**config.mk**
```make
export PLATFORM = sky130hd
export DESIGN_NAME = coo_entry_sorter_unit
export DESIGN_NICKNAME = d
export VERILOG_FILES = /design/src/rtl/ces_pkg.sv /design/src/rtl/ces_entry_mem.sv /design/src/rtl/ces_select_unit.sv /design/src/rtl/coo_entry_sorter_unit.sv
export SDC_FILE = /design/constraint.sdc
export NUM_CORES = 2
export LEC_CHECK = 0
export BUFFER_PORTS_ARGS = -buffer_cell sky130_fd_sc_hd__clkbuf_2
export CAP_MARGIN = 5
export CORE_AREA = 2 2 426 639
export DETAILED_ROUTE_END_ITERATION = 16
export DIE_AREA = 0 0 428 641
export PLACE_DENSITY = 0.65
export SLEW_MARGIN = 20
export SYNTH_ARGS = -nofsm -noshare
export SYNTH_HDL_FRONTEND = slang
export SYNTH_HIERARCHICAL = 1
export SYNTH_SLANG_ARGS = --single-unit
```
**constraint.sdc**
```tcl
create_clock -name clk -period 13.3 [get_ports clk]
set_clock_uncertainty 0.15 [all_clocks]
set_input_delay 0.665 -clock clk [delete_from_list [all_inputs] [get_ports clk]]
set_output_delay 0.665 -clock clk [all_outputs]
set_load 0.1 [all_outputs]
```
**src/rtl/ces_pkg.sv**
```systemverilog
// Shared constants, state encoding and control types for the COO entry sorter.
package ces_pkg;

    // Default sizing of the entry store and the payload fields.
    localparam int CES_MAX_ENTRIES = 64;
    localparam int CES_INDEX_BITS  = 10;
    localparam int CES_VALUE_BITS  = 32;

    // Sequencer states.
    typedef enum logic [1:0] {
        ST_LOAD,
        ST_SCAN,
        ST_DRAIN,
        ST_EMIT
    } ces_state_t;

    // Control from the sequencer to the shared selection unit.
    typedef struct packed {
        logic new_set;     // forget the previously emitted key
        logic clear_best;  // start a fresh minimum search
        logic cand_valid;  // a candidate from the store is present this cycle
        logic commit;      // the current best has been emitted
    } ces_sel_ctl_t;

endpackage

```
**src/rtl/ces_entry_mem.sv**
```systemverilog
// Single-port-write, registered-read storage for the buffered coordinate entries.
module ces_entry_mem
    import ces_pkg::*;
#(
    parameter int DEPTH     = CES_MAX_ENTRIES,
    parameter int ADDR_BITS = $clog2(CES_MAX_ENTRIES),
    parameter int DATA_BITS = 2 * CES_INDEX_BITS + CES_VALUE_BITS
)
(
    input  logic                 clk,
    input  logic                 wr_en,
    input  logic [ADDR_BITS-1:0] wr_addr,
    input  logic [DATA_BITS-1:0] wr_data,
    input  logic                 rd_en,
    input  logic [ADDR_BITS-1:0] rd_addr,
    output logic [DATA_BITS-1:0] rd_data
);

    logic [DATA_BITS-1:0] mem [DEPTH];

    // Write port.
    always_ff @(posedge clk)
    begin
        if (wr_en)
        begin
            mem[wr_addr] <= wr_data;
        end
    end

    // Registered read port.
    always_ff @(posedge clk)
    begin
        if (rd_en)
        begin
            rd_data <= mem[rd_addr];
        end
    end

endmodule

```
**src/rtl/ces_select_unit.sv**
```systemverilog
// Shared compare unit that finds the next entry in row-major order, one candidate a cycle.
module ces_select_unit
    import ces_pkg::*;
#(
    parameter int INDEX_BITS = CES_INDEX_BITS,
    parameter int VALUE_BITS = CES_VALUE_BITS,
    parameter int ADDR_BITS  = $clog2(CES_MAX_ENTRIES)
)
(
    input  logic                  clk,
    input  logic                  rst_n,
    input  ces_sel_ctl_t          ctl,
    input  logic [INDEX_BITS-1:0] cand_row,
    input  logic [INDEX_BITS-1:0] cand_col,
    input  logic [VALUE_BITS-1:0] cand_val,
    input  logic [ADDR_BITS-1:0]  cand_idx,
    output logic [INDEX_BITS-1:0] best_row,
    output logic [INDEX_BITS-1:0] best_col,
    output logic [VALUE_BITS-1:0] best_val
);

    // The slot number breaks ties, so equal coordinates leave in arrival order.
    localparam int KEY_BITS = 2 * INDEX_BITS + ADDR_BITS;

    logic                  best_found_reg;
    logic [KEY_BITS-1:0]   best_key_reg;
    logic [VALUE_BITS-1:0] best_val_reg;
    logic                  have_last_reg;
    logic [KEY_BITS-1:0]   last_key_reg;

    logic [KEY_BITS-1:0] cand_key;
    logic                above_last;
    logic                below_best;
    logic                take_cand;

    // A candidate wins if it follows the last emitted key and precedes the current best.
    always_comb
    begin
        cand_key   = {cand_row, cand_col, cand_idx};
        above_last = !have_last_reg || (cand_key > last_key_reg);
        below_best = !best_found_reg || (cand_key < best_key_reg);
        take_cand  = ctl.cand_valid && above_last && below_best;
    end

    // Search control flags.
    always_ff @(posedge clk or negedge rst_n)
    begin
        if (!rst_n)
        begin
            best_found_reg <= 1'b0;
            have_last_reg  <= 1'b0;
        end
        else
        begin
            if (ctl.clear_best)
            begin
                best_found_reg <= 1'b0;
            end
            else if (take_cand)
            begin
                best_found_reg <= 1'b1;
            end

            if (ctl.new_set)
            begin
                have_last_reg <= 1'b0;
            end
            else if (ctl.commit)
            begin
                have_last_reg <= 1'b1;
            end
        end
    end

    // Key and value payload.
    always_ff @(posedge clk)
    begin
        if (take_cand && !ctl.clear_best)
        begin
            best_key_reg <= cand_key;
            best_val_reg <= cand_val;
        end
        if (ctl.commit)
        begin
            last_key_reg <= best_key_reg;
        end
    end

    assign best_row = best_key_reg[KEY_BITS-1 -: INDEX_BITS];
    assign best_col = best_key_reg[KEY_BITS-INDEX_BITS-1 -: INDEX_BITS];
    assign best_val = best_val_reg;

endmodule

```
**src/rtl/coo_entry_sorter_unit.sv**
```systemverilog
// While loading, entries are accepted back to back. After the final entry, each result
// comes from a scan that reads all n stored entries through the shared comparator, then
// a drain state, then an emit state that holds while the result side stalls.
// A single store read port feeds one comparator; loading resumes after the last result.
// Reset clears the sequencer, entry count and overflow flag; store contents stay undefined.
module coo_entry_sorter_unit
    import ces_pkg::*;
#(
    parameter int MAX_ENTRIES = CES_MAX_ENTRIES,
    parameter int INDEX_BITS  = CES_INDEX_BITS,
    parameter int VALUE_BITS  = CES_VALUE_BITS
)
(
    input  logic                         clk,
    input  logic                         rst_n,
    input  logic                         entry_valid,
    output logic                         entry_stall,
    input  logic [INDEX_BITS-1:0]        row_index,
    input  logic [INDEX_BITS-1:0]        col_index,
    input  logic signed [VALUE_BITS-1:0] entry_value,
    input  logic                         final_entry,
    output logic                         result_valid,
    input  logic                         result_stall,
    output logic [INDEX_BITS-1:0]        out_row,
    output logic [INDEX_BITS-1:0]        out_col,
    output logic signed [VALUE_BITS-1:0] out_value,
    output logic                         out_last,
    output logic                         overflowed
);

    localparam int ADDR_BITS = $clog2(MAX_ENTRIES);
    localparam int CNT_BITS  = $clog2(MAX_ENTRIES + 1);
    localparam int DATA_BITS = 2 * INDEX_BITS + VALUE_BITS;

    ces_state_t           state_reg, state_next;
    logic [CNT_BITS-1:0]  count_reg, count_next;
    logic                 ovf_reg, ovf_next;
    logic                 set_ovf_reg, set_ovf_next;
    logic [ADDR_BITS-1:0] scan_reg, scan_next;
    logic [CNT_BITS-1:0]  emit_reg, emit_next;
    logic                 cand_valid_reg;
    logic [ADDR_BITS-1:0] cand_idx_reg;

    logic                 in_fire;
    logic                 out_fire;
    logic                 store_full;
    logic                 mem_wr_en;
    logic                 mem_rd_en;
    logic [DATA_BITS-1:0] mem_rd_data;
    logic [CNT_BITS-1:0]  last_pos;
    ces_sel_ctl_t         sel_ctl;

    // The entry side is open only while loading, the result side only while emitting.
    assign in_fire    = entry_valid && (state_reg == ST_LOAD);
    assign out_fire   = (state_reg == ST_EMIT) && !result_stall;
    assign store_full = (count_reg == CNT_BITS'(MAX_ENTRIES));
    assign last_pos   = count_reg - CNT_BITS'(1);

    // Entry store.
    ces_entry_mem #(
        .DEPTH     (MAX_ENTRIES),
        .ADDR_BITS (ADDR_BITS),
        .DATA_BITS (DATA_BITS)
    ) u_mem (
        .clk     (clk),
        .wr_en   (mem_wr_en),
        .wr_addr (count_reg[ADDR_BITS-1:0]),
        .wr_data ({row_index, col_index, entry_value}),
        .rd_en   (mem_rd_en),
        .rd_addr (scan_reg),
        .rd_data (mem_rd_data)
    );

    // Shared minimum search.
    ces_select_unit #(
        .INDEX_BITS (INDEX_BITS),
        .VALUE_BITS (VALUE_BITS),
        .ADDR_BITS  (ADDR_BITS)
    ) u_sel (
        .clk      (clk),
        .rst_n    (rst_n),
        .ctl      (sel_ctl),
        .cand_row (mem_rd_data[DATA_BITS-1 -: INDEX_BITS]),
        .cand_col (mem_rd_data[DATA_BITS-INDEX_BITS-1 -: INDEX_BITS]),
        .cand_val (mem_rd_data[VALUE_BITS-1:0]),
        .cand_idx (cand_idx_reg),
        .best_row (out_row),
        .best_col (out_col),
        .best_val (out_value)
    );

    // Sequencer state and counters.
    always_ff @(posedge clk or negedge rst_n)
    begin
        if (!rst_n)
        begin
            state_reg      <= ST_LOAD;
            count_reg      <= '0;
            ovf_reg        <= 1'b0;
            set_ovf_reg    <= 1'b0;
            scan_reg       <= '0;
            emit_reg       <= '0;
            cand_valid_reg <= 1'b0;
        end
        else
        begin
            state_reg      <= state_next;
            count_reg      <= count_next;
            ovf_reg        <= ovf_next;
            set_ovf_reg    <= set_ovf_next;
            scan_reg       <= scan_next;
            emit_reg       <= emit_next;
            cand_valid_reg <= mem_rd_en;
        end
    end

    // Slot number travels alongside the registered read.
    always_ff @(posedge clk)
    begin
        cand_idx_reg <= scan_reg;
    end

    // Next state and control outputs.
    always_comb
    begin
        state_next   = state_reg;
        count_next   = count_reg;
        ovf_next     = ovf_reg;
        set_ovf_next = set_ovf_reg;
        scan_next    = scan_reg;
        emit_next    = emit_reg;
        mem_wr_en    = 1'b0;
        mem_rd_en    = 1'b0;
        entry_stall  = 1'b1;
        result_valid = 1'b0;
        sel_ctl      = '0;
        sel_ctl.cand_valid = cand_valid_reg;

        case (state_reg)
            ST_LOAD:
            begin
                entry_stall = 1'b0;
                if (in_fire)
                begin
                    // Store the entry if there is room; otherwise note the drop.
                    if (store_full)
                    begin
                        ovf_next = 1'b1;
                    end
                    else
                    begin
                        mem_wr_en  = 1'b1;
                        count_next = count_reg + CNT_BITS'(1);
                    end
                    if (final_entry)
                    begin
                        set_ovf_next       = ovf_reg || store_full;
                        scan_next          = '0;
                        emit_next          = '0;
                        sel_ctl.new_set    = 1'b1;
                        sel_ctl.clear_best = 1'b1;
                        state_next         = ST_SCAN;
                    end
                end
            end

            ST_SCAN:
            begin
                // One store read per cycle over all stored slots.
                mem_rd_en = 1'b1;
                if (CNT_BITS'(scan_reg) == last_pos)
                begin
                    state_next = ST_DRAIN;
                end
                else
                begin
                    scan_next = scan_reg + ADDR_BITS'(1);
                end
            end

            ST_DRAIN:
            begin
                // The last candidate is compared during this cycle.
                state_next = ST_EMIT;
            end

            ST_EMIT:
            begin
                result_valid = 1'b1;
                if (out_fire)
                begin
                    sel_ctl.commit     = 1'b1;
                    sel_ctl.clear_best = 1'b1;
                    if (emit_reg == last_pos)
                    begin
                        count_next = '0;
                        ovf_next   = 1'b0;
                        state_next = ST_LOAD;
                    end
                    else
                    begin
                        emit_next  = emit_reg + CNT_BITS'(1);
                        scan_next  = '0;
                        state_next = ST_SCAN;
                    end
                end
            end

            default:
            begin
                state_next = ST_LOAD;
            end
        endcase
    end

    assign out_last   = (emit_reg == last_pos);
    assign overflowed = set_ovf_reg;

endmodule

```
==> flow_metrics.env <==
export IMPL_outcome="complete, no violations"
export IMPL_synthAdderAreaFrac=0.00562
export IMPL_cts_tree="yes"
export IMPL_postLayoutCoreUtil=0.555
export IMPL_power_switching_mw=7.78
export IMPL_drc=0
export IMPL_tightest_slew_ns=1.26
export IMPL_die_width_um=428
export IMPL_synth_edf_count=3464
export IMPL_syn_area_um2=134000
export IMPL_p_leak_nw=45.4
export IMPL_hold_path_class="input pin to flop"
export IMPL_p_int_mw=19.7
export IMPL_gp_congestion=0.819
export IMPL_fill_cells=19600
export IMPL_timing_hold_ws_ns=0.0592
export IMPL_final_cell_mix="edfxtp_1, mux4_2, clkbuf_16"
export IMPL_fin_nets=6343
export IMPL_p_per_area_nw_per_um2=185
export IMPL_num_vias=66200
export IMPL_startpoint_type="flop"
export IMPL_die_area_um2=274000
export IMPL_async_reset_ff_frac=0.00772
export IMPL_synth_seq_cells=3497
export IMPL_die_h_um=641
export IMPL_fp_coreArea_um2=268000
export IMPL_ant_nets=0
export IMPL_grtUsageTotal=0.273
export IMPL_crit_path_max_fanout=95
export IMPL_synthDistinctLibCells=84
export IMPL_synthCells=5936
export IMPL_seq_area_frac_synth=0.784
export IMPL_stdcell_area_um2=149000
export IMPL_rows=233
export IMPL_drtIter0Drc=8848
export IMPL_ir_worst_vdd_mv=0.140
export IMPL_pre_cts_ws_ns=7.95
export IMPL_avgSynthCellArea_um2=22.5
export IMPL_post_route_min_period_ns=5.25
export IMPL_cts_root_buf="clkbuf_16"
export IMPL_slew_headroom=0.149
export IMPL_synth_xor_area_frac=0.00123
export IMPL_drive_above_1_share=0.261
export IMPL_grt_overflow_total=0
export IMPL_power_frac_seq=0.473
export IMPL_cts_resized_gates=0
export IMPL_clk_latency_ns=0.89
export IMPL_clockBufferDepth=4
export IMPL_grt_pass1_vias=67000
export IMPL_pwr_share_comb=0.205
export IMPL_grt_max_degree=133
export IMPL_ys_warn_count=6
export IMPL_synth_area_mux_share=0.147
export IMPL_hold_violations=0
export IMPL_synth_ff_type="edfxtp_1"
export IMPL_firstDrtPassIters=6
export IMPL_pwr_share_clk=0.323
export IMPL_max_cap_violations=0
export IMPL_htree_levels=5
export IMPL_wl_per_cell_um=37.5
export IMPL_grt_pass1_wl_um=524000
export IMPL_vias_per_cell=6.62
export IMPL_ios=113
export IMPL_slew_viol_final=0
export IMPL_largest_register_ffs=3328
export IMPL_stdcell_count=10000
export IMPL_synth_simple_gate_area_share=0.0145
export IMPL_crit_required_ns=13.75
export IMPL_path_clk_slew_ns=0.06
export IMPL_cts_sink_count=3497
export IMPL_start_util=0.498
export IMPL_hpwl_um=208000
export IMPL_dp_cells=9425
export IMPL_syn_to_final_growth_pct=11.5
export IMPL_power_mw=27.5
export IMPL_worstPathArrival_ns=5.69
export IMPL_post_dp_cell_area_um2=139000
export IMPL_fin_setup_tns_ns=0
export IMPL_timing_final_crit_share=0.395
export IMPL_cp_end_kind="flop"
export IMPL_p_sw_frac=0.283
export IMPL_io_buffers=112
export IMPL_wl_um=376000
export IMPL_crit_type="flop to flop"
export IMPL_finalSetupViolCount=0
export IMPL_numCtsBuffers=318
export IMPL_syn_nets=6053
export IMPL_antenna_found_initial=29
export IMPL_synth_compound_area_frac=0.0323
export IMPL_setup_slack_ns=8.05
export IMPL_rsz0062_at_grt="no"
export IMPL_final_common_cell="edfxtp_1"
export IMPL_synth_top_family_by_area="multiplexers"
export IMPL_max_freq_ghz=0.191
==> Yosys cell counts (22+ instances only) <==
library cell / n / area, um2
edfxtp_1: 3464 / 104000
mux4_2: 794 / 17900
o22ai_1: 181 / 1130
clkbuf_1: 129 / 484
mux2i_1: 127 / 1270
nor2_1: 115 / 432
a21oi_1: 105 / 526
buf_2: 99 / 495
buf_4: 74 / 556
inv_1: 68 / 255
o221ai_1: 64 / 561
ha_1: 60 / 751
nand2_1: 58 / 218
mux2_2: 44 / 495
nor4_1: 42 / 263
a221oi_1: 41 / 359
a22oi_1: 39 / 293
nand3_1: 35 / 175
o22a_1: 31 / 272
dfrtp_1: 27 / 676
nor2b_1: 27 / 169
nand2b_1: 24 / 150
o21ai_0: 23 / 115
o21ai_1: 23 / 115
buf_1: 22 / 82.6
==> path summary, 6_finish.rpt <==
check | start | endpoint | slack (ns) | depth (start not counted)
min in group asynchronous | rst_n | u_sel/best_found_reg$_DFFE_PN0P_ | 0.28 | 2
hold / removal | final_entry | overflowed$_DFFE_PN0P_ | 0.06 | 3
max in group asynchronous | rst_n | scan_reg[1]$_DFFE_PN0P_ | 12.04 | 2
hold reg to reg | u_mem/rd_data[25]$_DFFE_PP_ | u_sel/best_val[25]$_DFFE_PP_ | 0.28 | 0
setup / recovery | scan_reg[0]$_DFFE_PN0P_ | u_mem/rd_data[12]$_DFFE_PP_ | 8.05 | 8
setup reg to reg | scan_reg[0]$_DFFE_PN0P_ | u_mem/rd_data[12]$_DFFE_PP_ | 8.05 | 8
==> what timing repair did <==
action | CTS | global route
endpoints found under the setup margin | 0 | 0
hold buffers | 3 | 0
hold endpoints to repair | 28 | 0
setup buffers | 0 | 0
==> power by group through the flow <==
| stage | Combinational [mW] | Clock (mW) | Sequential (mW) |
|---|---|---|---|
| after global placement | 5.60 | 0 | 13.2 |
| after floorplan | 3.91 | 0 | 13.2 |
| final | 5.63 | 8.88 | 13.0 |
| after detailed placement | 5.66 | 0 | 13.2 |
| after CTS | 5.68 | 8.98 | 13.0 |
| after global routing | 5.95 | 9.37 | 13.0 |
==> cell type report <==
type	instances	area, um2	area share
multi-input cells	2032	27400	0.184
clock buffers	397	8440	0.0567
diodes	15	37.5	0.000252
well taps	3525	4410	0.0296
inverters	68	255	0.00171
flip-flops and latches	3497	105000	0.703
repair buffers	309	2240	0.0150
clock inverters	167	1360	0.00914
==> cells by family after synthesis <==
| logic type | Yosys count |
|---|---|
| and+or+nand+nor | 378 |
| buffers and inverters | 407 |
| AOI/OAI and AO/OA | 612 |
| adders and majority gates | 60 |
| xor gates and xnor gates | 17 |
| DFF | 3497 |
| muxes | 965 |
==> worst max-delay path, stage by stage (launching register included) <==
cell     delay (ns)
dfrtp_4        0.97
buf_4          0.71
buf_12         0.60
buf_4          0.84
mux4_2         0.60
mux2_2         0.27
o21ai_1        0.14
a21oi_1        0.10
o22a_1         0.22
==> layer usage <==
| metal | track usage | share of wire | up-vias |
|---|---|---|---|
| met2 | 0.469 | 0.51 | 3589 |
| met1 | 0.342 | 0.35 | 36000 |
| met4 | 0.115 | 0.049 | 8 |
| li1 | - | - | 25900 |
| met3 | 0.0535 | 0.093 | 804 |
| met5 | 0 | 0.00013 | - |
(Power assumes the default switching activity.)
